**config.mk**
```make
export PLATFORM = sky130hd
export DESIGN_NAME = rx_ring_entry_parser_top
export DESIGN_NICKNAME = d
export VERILOG_FILES = /design/src/sv/rrep_pkg.sv /design/src/sv/rrep_front.sv /design/src/sv/rrep_back.sv /design/src/sv/rx_ring_entry_parser_top.sv
export SDC_FILE = /design/constraint.sdc
export NUM_CORES = 1
export LEC_CHECK = 0
export BUFFER_PORTS_ARGS = -buffer_cell sky130_fd_sc_hd__buf_2
export CORE_MARGIN = 2
export CORE_UTILIZATION = 35
export CTS_BUF_LIST = sky130_fd_sc_hd__clkbuf_4 sky130_fd_sc_hd__clkbuf_8
export DETAILED_ROUTE_END_ITERATION = 8
export GPL_TIMING_DRIVEN = 0
export HOLD_SLACK_MARGIN = 0.06
export SLEW_MARGIN = 20
export SYNTH_ARGS = -nofsm -noshare
export SYNTH_HDL_FRONTEND = slang
export SYNTH_SLANG_ARGS = --single-unit
export TNS_END_PERCENT = 20
```
**constraint.sdc**
```tcl
create_clock -name clk -period 7.7 [get_ports clk]
set_clock_uncertainty 0.05 [all_clocks]
set_input_delay 1.54 -clock clk [delete_from_list [all_inputs] [get_ports clk]]
set_output_delay 1.54 -clock clk [all_outputs]
set_load 0.005 [all_outputs]
```
**src/sv/rrep_pkg.sv**
```systemverilog
// Package with the shared types and constants of the receive ring entry parser.
`timescale 1ns / 1ps

package rrep_pkg;

  localparam int RING_BYTES  = 8192;
  localparam int PTR_W       = $clog2(RING_BYTES);
  localparam int CQ_DEPTH    = 4;
  localparam int CQ_AW       = $clog2(CQ_DEPTH);
  localparam int CQ_CW       = $clog2(CQ_DEPTH + 1);
  localparam int RQ_DEPTH    = 4;
  localparam int RQ_AW       = $clog2(RQ_DEPTH);
  localparam int RQ_CW       = $clog2(RQ_DEPTH + 1);

  localparam logic [15:0] PENDING_LEN = 16'hfff0;
  localparam int          MIN_FRAME   = 14;
  localparam int          CRC_BYTES   = 4;
  localparam int          CAPR_OFFSET = 16;
  localparam logic [12:0] MAX_FRAME_RESET = 13'd1514;

  localparam logic REG_ENABLED       = 1'b0;
  localparam logic REG_MAX_FRAME_LEN = 1'b1;

  typedef enum logic [1:0] {
    KIND_FRAME   = 2'd0,
    KIND_DONE    = 2'd1,
    KIND_BAD     = 2'd2,
    KIND_PENDING = 2'd3
  } kind_t;

  typedef enum logic [1:0] {
    PH_HEADER = 2'd0,
    PH_DATA   = 2'd1,
    PH_SKIP   = 2'd2
  } phase_t;

  typedef struct packed {
    kind_t       kind;
    logic [7:0]  data;
    logic        last;
    logic [12:0] flen;
    logic [13:0] span;
  } cmd_t;

  typedef struct packed {
    kind_t       kind;
    logic [7:0]  frame_byte;
    logic        last_byte;
    logic [12:0] frame_length;
    logic [12:0] next_read_ptr;
    logic [15:0] capr_value;
    logic [31:0] packet_count;
    logic [47:0] byte_count;
    logic [31:0] error_count;
  } res_t;

endpackage

```
**src/sv/rrep_front.sv**
```systemverilog
// Front part: header parsing, byte classification and the command queue.
`timescale 1ns / 1ps

module rrep_front (
  input  logic                clk,
  input  logic                rst,
  input  logic                push,
  input  logic [7:0]          ring_byte,
  input  logic                enabled,
  input  logic [12:0]         max_frame_len,
  output logic                full,
  output logic                cmd_valid,
  output rrep_pkg::cmd_t      cmd,
  input  logic                cmd_pop
);
  import rrep_pkg::*;

  phase_t      phase, phase_next;
  logic [12:0] cnt, cnt_next;
  logic [23:0] hdr, hdr_next;
  logic [12:0] flen, flen_next;
  logic [13:0] span, span_next;
  logic [2:0]  skip, skip_next;

  cmd_t             cq [CQ_DEPTH];
  logic [CQ_AW-1:0] wr_ptr, rd_ptr;
  logic [CQ_CW-1:0] count;

  logic        take;
  logic        emit;
  cmd_t        cmd_in;
  logic        push_cmd;
  logic [15:0] len;
  logic [15:0] span_full;
  logic        is_pending;
  logic        hdr_bad;
  logic        data_last;
  logic        skip_done;

  assign full      = (count == CQ_CW'(CQ_DEPTH));
  assign cmd_valid = (count != '0);
  assign cmd       = cq[rd_ptr];
  assign take      = push && !full && enabled;
  assign push_cmd  = take && emit;

  assign len        = {ring_byte, hdr[23:16]};
  assign span_full  = (len + 16'd7) & ~16'd3;
  assign is_pending = (len == PENDING_LEN);
  assign hdr_bad    = !hdr[0] || (len < 16'(MIN_FRAME + CRC_BYTES)) ||
                      (17'(len) > 17'(max_frame_len) + 17'(CRC_BYTES));
  assign data_last  = (14'(cnt) + 14'd1) >= 14'(flen);
  assign skip_done  = (cnt[2:0] + 3'd1) == skip;

  always_comb begin
    phase_next = phase;
    cnt_next   = cnt;
    hdr_next   = hdr;
    flen_next  = flen;
    span_next  = span;
    skip_next  = skip;
    if (take) begin
      case (phase)
        PH_DATA: begin
          if (data_last) begin
            phase_next = PH_SKIP;
            cnt_next   = '0;
          end else begin
            cnt_next = cnt + 13'd1;
          end
        end
        PH_SKIP: begin
          if (skip_done) begin
            phase_next = PH_HEADER;
            cnt_next   = '0;
          end else begin
            cnt_next = cnt + 13'd1;
          end
        end
        default: begin
          phase_next = PH_HEADER;
          if (cnt[1:0] == 2'd3) begin
            cnt_next = '0;
            if (!is_pending && !hdr_bad) begin
              phase_next = PH_DATA;
              flen_next  = 13'(len - 16'(CRC_BYTES));
              span_next  = span_full[13:0];
              skip_next  = 3'(span_full - len);
            end
          end else begin
            hdr_next[8*cnt[1:0] +: 8] = ring_byte;
            cnt_next = {11'd0, cnt[1:0] + 2'd1};
          end
        end
      endcase
    end
  end

  always_comb begin
    emit        = 1'b0;
    cmd_in      = '0;
    cmd_in.kind = KIND_FRAME;
    case (phase)
      PH_DATA: begin
        emit        = 1'b1;
        cmd_in.kind = KIND_FRAME;
        cmd_in.data = ring_byte;
        cmd_in.last = data_last;
        cmd_in.flen = flen;
      end
      PH_SKIP: begin
        emit        = skip_done;
        cmd_in.kind = KIND_DONE;
        cmd_in.flen = flen;
        cmd_in.span = span;
      end
      default: begin
        emit        = (cnt[1:0] == 2'd3) && (is_pending || hdr_bad);
        cmd_in.kind = is_pending ? KIND_PENDING : KIND_BAD;
      end
    endcase
  end

  always_ff @(posedge clk) begin
    if (rst) begin
      phase <= PH_HEADER;
      cnt   <= '0;
    end else begin
      phase <= phase_next;
      cnt   <= cnt_next;
    end
    hdr  <= hdr_next;
    flen <= flen_next;
    span <= span_next;
    skip <= skip_next;
  end

  always_ff @(posedge clk) begin
    if (rst) begin
      wr_ptr <= '0;
      rd_ptr <= '0;
      count  <= '0;
    end else begin
      if (push_cmd) begin
        wr_ptr <= wr_ptr + 1'b1;
      end
      if (cmd_pop) begin
        rd_ptr <= rd_ptr + 1'b1;
      end
      if (push_cmd && !cmd_pop) begin
        count <= count + 1'b1;
      end else if (!push_cmd && cmd_pop) begin
        count <= count - 1'b1;
      end
    end
  end

  always_ff @(posedge clk) begin
    if (push_cmd) begin
      cq[wr_ptr] <= cmd_in;
    end
  end

endmodule

```
**src/sv/rrep_back.sv**
```systemverilog
// Back part: read pointer, counters and the result queue.
`timescale 1ns / 1ps

module rrep_back (
  input  logic           clk,
  input  logic           rst,
  input  logic           cmd_valid,
  input  rrep_pkg::cmd_t cmd,
  output logic           cmd_pop,
  input  logic           pop,
  output logic           empty,
  output rrep_pkg::res_t res
);
  import rrep_pkg::*;

  logic [PTR_W-1:0] rp, rp_next;
  logic [31:0]      packets, packets_next;
  logic [47:0]      bytes, bytes_next;
  logic [31:0]      errors, errors_next;
  logic [16:0]      rp_sum;

  res_t             rq [RQ_DEPTH];
  logic [RQ_AW-1:0] wr_ptr, rd_ptr;
  logic [RQ_CW-1:0] count;
  res_t             res_in;

  assign cmd_pop = cmd_valid && (count != RQ_CW'(RQ_DEPTH));
  assign empty   = (count == '0);
  assign res     = rq[rd_ptr];
  assign rp_sum  = 17'(rp) + 17'(cmd.span);

  always_comb begin
    rp_next      = rp;
    packets_next = packets;
    bytes_next   = bytes;
    errors_next  = errors;
    case (cmd.kind)
      KIND_DONE: begin
        packets_next = packets + 32'd1;
        bytes_next   = bytes + 48'(cmd.flen);
        rp_next      = rp_sum[PTR_W-1:0];
      end
      KIND_BAD: begin
        errors_next = errors + 32'd1;
        rp_next     = '0;
      end
      default: begin
      end
    endcase
  end

  always_comb begin
    res_in               = '0;
    res_in.kind          = cmd.kind;
    res_in.next_read_ptr = 13'(rp_next);
    res_in.capr_value    = 16'(rp_next) - 16'(CAPR_OFFSET);
    res_in.packet_count  = packets_next;
    res_in.byte_count    = bytes_next;
    res_in.error_count   = errors_next;
    case (cmd.kind)
      KIND_FRAME: begin
        res_in.frame_byte   = cmd.data;
        res_in.last_byte    = cmd.last;
        res_in.frame_length = cmd.flen;
      end
      KIND_DONE: begin
        res_in.frame_length = cmd.flen;
      end
      default: begin
      end
    endcase
  end

  always_ff @(posedge clk) begin
    if (rst) begin
      rp      <= '0;
      packets <= '0;
      bytes   <= '0;
      errors  <= '0;
    end else if (cmd_pop) begin
      rp      <= rp_next;
      packets <= packets_next;
      bytes   <= bytes_next;
      errors  <= errors_next;
    end
  end

  always_ff @(posedge clk) begin
    if (rst) begin
      wr_ptr <= '0;
      rd_ptr <= '0;
      count  <= '0;
    end else begin
      if (cmd_pop) begin
        wr_ptr <= wr_ptr + 1'b1;
      end
      if (pop && !empty) begin
        rd_ptr <= rd_ptr + 1'b1;
      end
      if (cmd_pop && !(pop && !empty)) begin
        count <= count + 1'b1;
      end else if (!cmd_pop && pop && !empty) begin
        count <= count - 1'b1;
      end
    end
  end

  always_ff @(posedge clk) begin
    if (cmd_pop) begin
      rq[wr_ptr] <= res_in;
    end
  end

endmodule

```
**src/sv/rx_ring_entry_parser_top.sv**
```systemverilog
// Top level of the receive ring entry parser with its configuration registers.
//
//   Channel  Handshake            Payload
//   input    push / full          ring_byte
//   result   empty / pop          kind, frame_byte, last_byte, frame_length,
//                                 next_read_ptr, capr_value, packet_count,
//                                 byte_count, error_count
//   config   cfg_write            cfg_index, cfg_data
//
// One ring byte is taken every cycle while the receiver is enabled and the command queue has room.
// A result is written into the command queue when its byte is taken; the back part then
// moves the command into the result queue, whose head drives the result ports, together with the counter update.
// Reset is synchronous: it clears parsing state, pointer and counters,
// disables the receiver and sets the frame limit to 1514.
// A stalled result side fills the result queue, then the command queue,
// and only then raises full.
`timescale 1ns / 1ps

module rx_ring_entry_parser_top (
  input  logic        clk,
  input  logic        rst,
  input  logic        push,
  output logic        full,
  input  logic [7:0]  ring_byte,
  output logic        empty,
  input  logic        pop,
  output logic [1:0]  kind,
  output logic [7:0]  frame_byte,
  output logic        last_byte,
  output logic [12:0] frame_length,
  output logic [12:0] next_read_ptr,
  output logic [15:0] capr_value,
  output logic [31:0] packet_count,
  output logic [47:0] byte_count,
  output logic [31:0] error_count,
  input  logic        cfg_write,
  input  logic        cfg_index,
  input  logic [12:0] cfg_data
);
  import rrep_pkg::*;

  logic        enabled;
  logic [12:0] max_frame_len;
  logic        cmd_valid;
  logic        cmd_pop;
  cmd_t        cmd;
  res_t        res;

  always_ff @(posedge clk) begin
    if (rst) begin
      enabled       <= 1'b0;
      max_frame_len <= MAX_FRAME_RESET;
    end else if (cfg_write) begin
      case (cfg_index)
        REG_ENABLED:       enabled       <= cfg_data[0];
        REG_MAX_FRAME_LEN: max_frame_len <= cfg_data;
        default: begin
        end
      endcase
    end
  end

  rrep_front u_front (
    .clk           (clk),
    .rst           (rst),
    .push          (push),
    .ring_byte     (ring_byte),
    .enabled       (enabled),
    .max_frame_len (max_frame_len),
    .full          (full),
    .cmd_valid     (cmd_valid),
    .cmd           (cmd),
    .cmd_pop       (cmd_pop)
  );

  rrep_back u_back (
    .clk       (clk),
    .rst       (rst),
    .cmd_valid (cmd_valid),
    .cmd       (cmd),
    .cmd_pop   (cmd_pop),
    .pop       (pop),
    .empty     (empty),
    .res       (res)
  );

  assign kind          = res.kind;
  assign frame_byte    = res.frame_byte;
  assign last_byte     = res.last_byte;
  assign frame_length  = res.frame_length;
  assign next_read_ptr = res.next_read_ptr;
  assign capr_value    = res.capr_value;
  assign packet_count  = res.packet_count;
  assign byte_count    = res.byte_count;
  assign error_count   = res.error_count;

endmodule
```
# Yosys cells after proc, flatten, opt, wreduce, memory -nomap -nowiden
# Memories as Yosys holds them, arrays and structs flattened. A register that Yosys moved wholly into a read port is not among the register bits.
# Index checks and enable logic that the tools add are counted.
[word_totals]
out_inout_bits = 167
elab_cells = 130
input_bits = 27
romBits = 0
memories = 2
reg_bits = 220
latchBits = 0
ram_bits = 812
[memory_table]
columns = ["memory", "words", "word_bits", "rd", "rd_ports_with_merged_regs", "write_ports", "line", "text"]
rows = [
  ["u_back.rq", 4, 165, 1, 1, 1, "rrep_back.sv:22", "res_t rq [RQ_DEPTH];"],
  ["u_front.cq", 4, 38, 1, 1, 1, "rrep_front.sv:25", "cmd_t cq [CQ_DEPTH];"],
]
[op_classes]
reduce_logical = 35
div = 0
magnitude_cmp = 3
add_sub_neg = 22
shift = 2
n_mul = 0
muxes = 34
eq_ne = 11
bitwise_logic = 3
[ops]
columns = ["cell", "n"]
rows = [
  ["$add A32 B1 Y32 const B", 2],
  ["$mux W32", 2],
  ["$mux W13", 4],
  ["$pmux W13 S2", 2],
  ["$add A48 B13 Y48", 1],
  ["$mux W48", 1],
  ["$neg A5 Y34", 1],
  ["$shift A8 B34 Y24 const A", 1],
  ["$shiftx A8 B34 Y24", 1],
  ["$bwmux W24", 1],
  ["$mux W9", 2],
  ["$eq A16 B16 Y1 const B", 1],
  ["$gt A16 B14 Y1", 1],
  ["$lt A16 B5 Y1 const B", 1],
  ["$mux W2", 8],
  ["$add A13 B1 Y14 const B", 1],
  ["$add A13 B3 Y14 const B", 1],
  ["$add A14 B3 Y14 const B", 1],
  ["$ge A14 B13 Y1", 1],
  ["$mux W14", 1],
  ["$sub A13 B5 Y14 const B", 1],
  ["$add A13 B1 Y13 const B", 1],
  ["$add A13 B13 Y13", 1],
  ["$sub A13 B3 Y13 const B", 1],
  ["26 further kinds", 72],
]

# Depth between registers and ports, before layout
# Gate-level depths: netlist of run 1.
[logic_depth]
word_depth = 11
ltp_mapped = 18
depth_no_buf = 17

# Hierarchy
# A second synthesis of run 1 with hierarchy kept.
[unflattened]
hier_cells = 2698
hier_area_um2 = 41954.0
[by_module_without_submodules]
columns = ["mod", "n_inst", "area_each_um2", "seq_area_each_um2", "cells_each"]
rows = [
  ["rrep_back", 1, 31851.8, 21780.9, 1979],
  ["rrep_front", 1, 9500.4, 5885.6, 664],
  ["rx_ring_entry_parser_top", 1, 601.8, 280.3, 55],
]

# Worst setup path after synthesis of run 1
# No wires, ideal clock.
[synth_path]
path_kind = "register to register"
from = "register u_back.count[0]"
to = "memory u_back.rq[0][0] in the netlist's numbering (enable)"
synth_period_minus_slack_ns = 5.627
slack_ns = 2.073
required_time_ns = 7.112
setup_time_ns = 0.538
n_path_buf = 3
path_stages_with_launch = 8
t_arrival_ns = 5.039
path_cell_list = "dfxtp_1 nor2_1 nand2_1 o31a_1 buf_2 buf_1 clkbuf_1 and2_1"
[synth_via]
elab_chain_cells = 4
[synth_rtl]
columns = ["item", "line", "text"]
rows = [
  ["start, declared", "rrep_back.sv:24", "logic [RQ_CW-1:0] count;"],
  ["start signal, assigned", "rrep_back.sv:101", "count <= count + 1'b1;"],
  ["start signal, assigned", "rrep_back.sv:103", "count <= count - 1'b1;"],
  ["$ne A3 B3 Y1", "rrep_back.sv:27", "assign cmd_pop = cmd_valid && (count != RQ_CW'(RQ_DEPTH));"],
  ["$logic_and A1 B1 Y1", "rrep_back.sv:27", ""],
  ["$mux W1", "rrep_back.sv:109", "if (cmd_pop) begin"],
  ["$mux W1 (implied by the code)", "rrep_back.sv:110", "rq[wr_ptr] <= res_in;"],
  ["end, declared", "rrep_back.sv:22", ""],
]
# Every way passes these cells.

==> results.ini, run 1 <==
[logic_synthesis]
yosys_most_used_dff=edfxtp_1
syn-mean-instance-area_sq_um=15.6
ys_seq_area_frac=0.674
synthMuxAreaShare=0.112
synth_area_leaders=edfxtp_1, mux4_2, dfxtp_1, xor2_1, ha_1
yosys_warnings=0
syn-num-nets=2754
synth_cell_type_count=75
synth_area_sq_um=41300
synth-edff-count=811
yosys.area_share.adder=0.0256
async_flop_share=0
synth_top_area_share=0.590
synth_largest_area_cell=edfxtp_1
ys_seq_elements=983
synthCells=2645
synth_compound_area_frac=0.0321
synthSimpleGateAreaFrac=0.0876
synth_xor_area_frac=0.0512
synth_top_family_by_area=multiplexers

[critical_path]
crit_fanout=10
path_cells=buf_2 -> buf_1 -> buf_2 -> mux4_2 -> ha_1 -> fa_1 -> a211oi_1 -> o21bai_1 -> a41o_1 -> a21o_1 -> xnor2_1 -> mux2i_1 -> a21boi_0 -> inv_1 -> nor3b_1
cp.arrival_ns=6.74
critical_path.endpoint=u_back.rq[2][127]
cpMostUsedCell=buf_2
path_class=reg2reg
cp-start-kind=flop
rr_endpoint=u_back.rq[2][127]
worst_ep_required_time_ns=8.21
cp_slowest_stage_delay_ns=0.84
crit_path_top_delay_cell=a21boi_0
worstRegToRegCells=15
rrSetupSlack_ns=1.47
critPathCaptureType=flop

[floorplan]
core_sq_um=117000
initial_core_util=0.354
die_x_microns=347
die_h_microns=347
rows=125
ioPinCount=194
die-area_sq_um=121000

[route]
first_pass_iters=5
drt_wl_total_microns=94700
viasPerCell=4.95
wl_per_cell_microns=20.3
vias=23145
ant_nets=0
drc=0
drtIter0Drc=1796

[clock_tree]
cts_setup_buffers=0
cts_resized=0
cts-root-buf=clkbuf_8
worstSkewPairLatency_ns=0.84
numCtsBuffers=164
path_clk_slew_ns=0.06
cts_sinks=983
cts_hold_buffers=0
cts_tree=built
cts_max_level=4
cts_max_path_buffers=3

[timing]
tightest_slew_ns=1.07
fin_crit_sh=0.809
fmax_mhz=161
report.final.slew_viol_count=0
setup_viol=0
hold_ws_ns=0.401
rsz0062_at_grt=false
max-slew-margin-rel=0.290
period_minus_slack_ns=6.23
hold_viol_final=0
tns_ns=0

[global_routing]
top_usage_layer=met2
grt.met2_usage=0.254
grt_pass1_wl_microns=143000
use_met3=0.0332
track_usage=0.156
use_met1=0.212
grt_overflow_total=0
grt_pass1_vias=23376
antenna_found_initial=8
grt_max_degree=44

[finish]
fin_util=0.411
fin_nets=3132
area_growth_pct=16.2
multiInputGateArea_sq_um=12700
n_fill_cell=10567
finalNonFillerCells=4674
seqCellArea_sq_um=27800
drive_above_1_share=0.238
final_common_cell=edfxtp_1
mostFrequentLayoutCells=edfxtp_1, buf_2, nor2_1, mux4_2, clkbuf_8

[power_and_ir_drop]
power_density_nw_per_um2=338
power.total_mw=16.2
irDropWorstVdd_uv=251
p_leak_nw=16.5

[worst_hold_path]
hold_path_class=reg2reg

[placed_design]
hpwl_microns=64000
place_congestion=0.803
dp_cells=4380
io_buffers=193

[job]
drv_cap=0

[run_status]
status=complete, no violations

==> synth_stat cells, types with 3 or more instances <==
cell type  instances
edfxtp_1         811
nor2_1           203
mux4_2           194
dfxtp_1          172
nand2_1          162
xor2_1           130
xnor2_1          111
ha_1              78
a21oi_1           74
nand3_1           74
clkbuf_1          65
o21ai_0           57
inv_1             56
and2_1            55
nor3_1            42
buf_1             37
nand4_1           32
nor2b_1           32
or3_1             32
and3_1            21
mux2_2            16
a21o_1            13
o211ai_1          13
a211oi_1          11
buf_2             11
nor4_1            11
nand2b_1           9
and4_1             8
o31ai_1            8
a31oi_1            7
buf_4              7
mux2i_1            7
o21a_1             7
nor3b_1            6
o21bai_1           5
fa_1               4
nand3_2            4
nor3_2             4
or4_1              4
nor4_2             3
o21ai_1            3
==> final cells by class <==
cell class	count	area share
antenna	1	0.0000522
buffer	124	0.0110
clock buffer	239	0.0601
clock inverter	53	0.00869
inverter	57	0.00446
multi-input combinational	1481	0.266
sequential	983	0.580
tap	1524	0.0398
timing repair buffer	212	0.0300
==> routing by layer <==
metal	up-vias	wire (microns)
met4	0	1550
met2	581	45400
met3	130	5340
li1	10817	-
met1	11617	42400
met5	-	0
==> cell families after synthesis <==
| group | after synthesis |
|---|---|
| AOI/OAI and AO/OA | 219 |
| xor gates and xnor gates | 241 |
| adders and majority gates | 82 |
| buffers and inverters | 181 |
| DFF | 983 |
| muxes | 217 |
| and+or+nand+nor | 722 |
==> registers in the layout, summed over array words and instances, names as in the netlist, 9 cells and up, named ones only <==
name            cells
u_back.rq         636
u_front.cq        140
u_back.bytes       48
u_back.errors      32
u_back.packets     32
max_frame_len      13
u_back.rp          13
u_front.cnt        13
u_front.flen       12
u_front.span       11
u_front.hdr         9
==> critical path, delay by kind of cell, from the launching register on <==
kind	cells	cell delay, ns
xor+xnor	1	0.19
fa+ha+maj	2	0.67
flops	1	0.30
simple gates	1	0.45
mux	2	0.79
buf+inv	4	1.72
compound gates	5	1.80
==> through the flow <==
stage,cell area [sq um],setup slack (ns)
6_report,47900,1.47
5_1_grt,47900,1.12
4_1_cts,47900,1.41
3_5_place_dp,44600,1.36
3_3_place_gp,44100,-2.25
2_1_floorplan,41300,2.07
==> worst min-delay path by stage <==
stage / end / startpoint / depth (start not counted)
final: u_back.rp[1] / u_back.rp[1] / 1
after detailed placement: u_back.rp[0] / u_back.rp[0] / 1
after CTS: u_back.rp[0] / u_back.rp[0] / 1
after global placement: u_back.rp[0] / u_back.rp[0] / 1
after floorplan: u_back.rp[0] / u_back.rp[0] / 1
after global routing: u_back.rp[0] / u_back.rp[0] / 1
==> power by group <==
group,total [mW],internal [mW],switching (mW)
Sequential,7.06,6.85,0.211
Combinational,4.53,1.96,2.57
Clock,4.61,2.52,2.09
Power figures use the tool's default switching activity.
==> run 2, diff against run 1 <==
==> constraint.sdc (replaced) <==
create_clock -name clk -period 6 [get_ports clk]
set_clock_uncertainty 0.05 [all_clocks]
set_input_delay 1.2 -clock clk [delete_from_list [all_inputs] [get_ports clk]]
set_output_delay 1.2 -clock clk [all_outputs]
set_load 0.005 [all_outputs]
==> run 2 against run 1 <==
Against the previous run: wire length about the same; sequential cell count unchanged; global-route usage unchanged; combinational power up 28%; setup slack worse by 1.2 ns; via count down 0.13%; maximum frequency up 9.6%; clock power up 28%; critical path type unchanged; largest cell class unchanged; highest routed layer unchanged.
==> results.ini, run 2 (synthesis results as in run 1) <==
[global_routing]
grt_pass1_wl_microns=143000  ; unchanged
grt_max_degree=44  ; unchanged
track_usage=0.156  ; unchanged
grt_pass1_vias=23376  ; unchanged
grt_overflow_total=0  ; unchanged
antenna_found_initial=8  ; unchanged

[critical_path]
path_class=reg2reg
crit_family=buffers and inverters
worst_ep_required_time_ns=6.51  ; -1.70 ns
critPathCaptureType=flop
crit_path_top_delay_cell=a21boi_1
critical_path.endpoint=u_back.rq[2][127]
cp.arrival_ns=6.19  ; -0.55 ns
critical_path_depth=15  ; unchanged
cp_slowest_stage_delay_ns=0.59  ; -0.25 ns
worstRegToRegCells=15  ; unchanged
cp-start-kind=flop
rr_endpoint=u_back.rq[2][127]
crit_fanout=10  ; unchanged
path_cells=clkbuf_1 -> clkbuf_2 -> buf_1 -> mux4_2 -> ha_1 -> fa_1 -> a211oi_1 -> o21bai_1 -> a41o_1 -> a21o_1 -> xnor2_1 -> mux2i_1 -> a21boi_1 -> inv_1 -> nor3b_1
rrSetupSlack_ns=0.32  ; -1.15 ns
cp_num_buf_inv=4  ; unchanged

[floorplan]
ioPinCount=194  ; unchanged
rows=125  ; unchanged
die-area_sq_um=121000  ; unchanged
die_h_microns=347  ; unchanged
die_x_microns=347  ; unchanged
initial_core_util=0.354  ; unchanged
core_sq_um=117000  ; unchanged

[job]
drv_cap=0  ; unchanged

[clock_tree]
worstSkewPairLatency_ns=0.84  ; about the same
cts_tree=built
numCtsBuffers=164  ; unchanged
cts_max_level=4  ; unchanged
path_clk_slew_ns=0.06  ; about the same
cts_sinks=983  ; unchanged
cts-root-buf=clkbuf_8
cts_setup_buffers=0  ; unchanged
cts_max_path_buffers=3  ; unchanged

[placed_design]
io_buffers=193  ; unchanged
place_area_sq_um=44600  ; unchanged
place_congestion=0.803  ; unchanged
hpwl_microns=64000  ; unchanged

[finish]
stdcell_area_sq_um=47900  ; about the same
fin_nets=3132  ; unchanged
final_common_cell=edfxtp_1
fin_util=0.412  ; about the same
largest_reg_flops=636  ; unchanged
mostFrequentLayoutCells=edfxtp_1, buf_2, nor2_1, mux4_2, clkbuf_8
area_growth_pct=16.2  ; about the same
drive_above_1_share=0.239  ; +0.00127
largest-register=u_back.rq
top_regs=u_back.rq: 636 flops, u_front.cq: 140 flops, u_back.bytes: 48 flops

[route]
drtIter0Drc=1818  ; +1.2%
first_pass_iters=5  ; unchanged
drc=0  ; unchanged
ant_nets=0  ; unchanged
wl_per_cell_microns=20.3  ; about the same
vias=23116  ; -0.13%
drt_wl_total_microns=94800  ; about the same
viasPerCell=4.95  ; -0.13%

[power_and_ir_drop]
power_density_nw_per_um2=434  ; +28%
p_leak_nw=16.5  ; +0.12%
irDropWorstVdd_uv=325  ; +30%

[timing]
max-slew-margin-rel=0.293  ; +0.00330
report.final.slew_viol_count=0  ; unchanged
setup_viol=0  ; unchanged
rsz0062_at_grt=false
period_minus_slack_ns=5.68  ; -0.547 ns
tightest_slew_ns=1.06  ; -0.00495 ns
hold_viol_final=0  ; unchanged
fin_crit_sh=0.947  ; +0.138
fmax_mhz=176  ; +9.6%

[worst_hold_path]
hp-start=u_back.rp[1]
hold_path_class=reg2reg

[run_status]
status=complete, no violations

==> run 2: changes by cell type in the layout (fill, tap and decap cells not counted) <==
cell             change
a21boi_0             -1
a21boi_1             +1
buf_1                -4
clkbuf_1             -2
clkbuf_2             +4
clkdlybuf4s15_1      +2
==> run 2: worst min path at each step <==
stage                     cells after the start            to  slack, ns
after global placement                        1  u_back.rp[0]       0.39
final                                         1  u_back.rp[1]       0.40
after detailed placement                      1  u_back.rp[0]       0.39
after floorplan                               1  u_back.rp[0]       0.37
after CTS                                     1  u_back.rp[0]       0.40
after global routing                          1  u_back.rp[0]       0.44
==> run 2: metrics by stage <==
step	power (mW)	TNS, ns	setup WS (ns)	instances	hold WS, ns
6_report	20.8	0	0.318	4674	0.401
5_1_grt	21.8	0	0.0865	4674	0.436
4_1_cts	21.2	0	0.0180	4672	0.402
3_5_place_dp	15.2	-1.37	-0.342	4380	0.389
3_3_place_gp	14.1	-2425.14	-3.95	4362	0.385
2_1_floorplan	12.7	0	0.373	2645	0.371
==> run 2: power breakdown <==
group	internal [mW]	switching (mW)	leakage [nW]	total [mW]
sequential	8.79	0.271	8.92	9.06
clock	3.24	2.67	1.76	5.91
combinational	2.52	3.31	5.84	5.82
==> run 2: worst reg2reg max path, cell delays in order (launching register included) <==
cell	delay [ns]
dfxtp_1	0.30
clkbuf_1	0.41
clkbuf_2	0.40
buf_1	0.57
mux4_2	0.45
ha_1	0.24
fa_1	0.43
a211oi_1	0.36
o21bai_1	0.16
a41o_1	0.24
a21o_1	0.20
xnor2_1	0.20
mux2i_1	0.20
a21boi_1	0.59
inv_1	0.23
nor3b_1	0.43
==> run 2: timing repair <==
action | CTS | global route
setup endpoints to repair | 8 | 40
resized for setup | 1 | 10
hold buffers | 0 | 0
==> run 2: layout make-up <==
type                    count  area (sq um)
diodes                      1          2.50
plain buffers             124           547
clock buffers             239          2880
clock inverters            53           417
fillers                 10567         68600
inverters                  57           214
multi-input cells        1481         12700
flip-flops and latches    983         27800
well taps                1524          1910
repair buffers            212          1440
==> run 2: per-layer routing <==
metal | GRT usage | up-vias | share of wire
met5 | 0 | - | 0
met4 | 0.0437 | 0 | 0.016
met3 | 0.0332 | 130 | 0.054
met2 | 0.254 | 555 | 0.48
met1 | 0.212 | 11608 | 0.45
li1 | - | 10823 | -
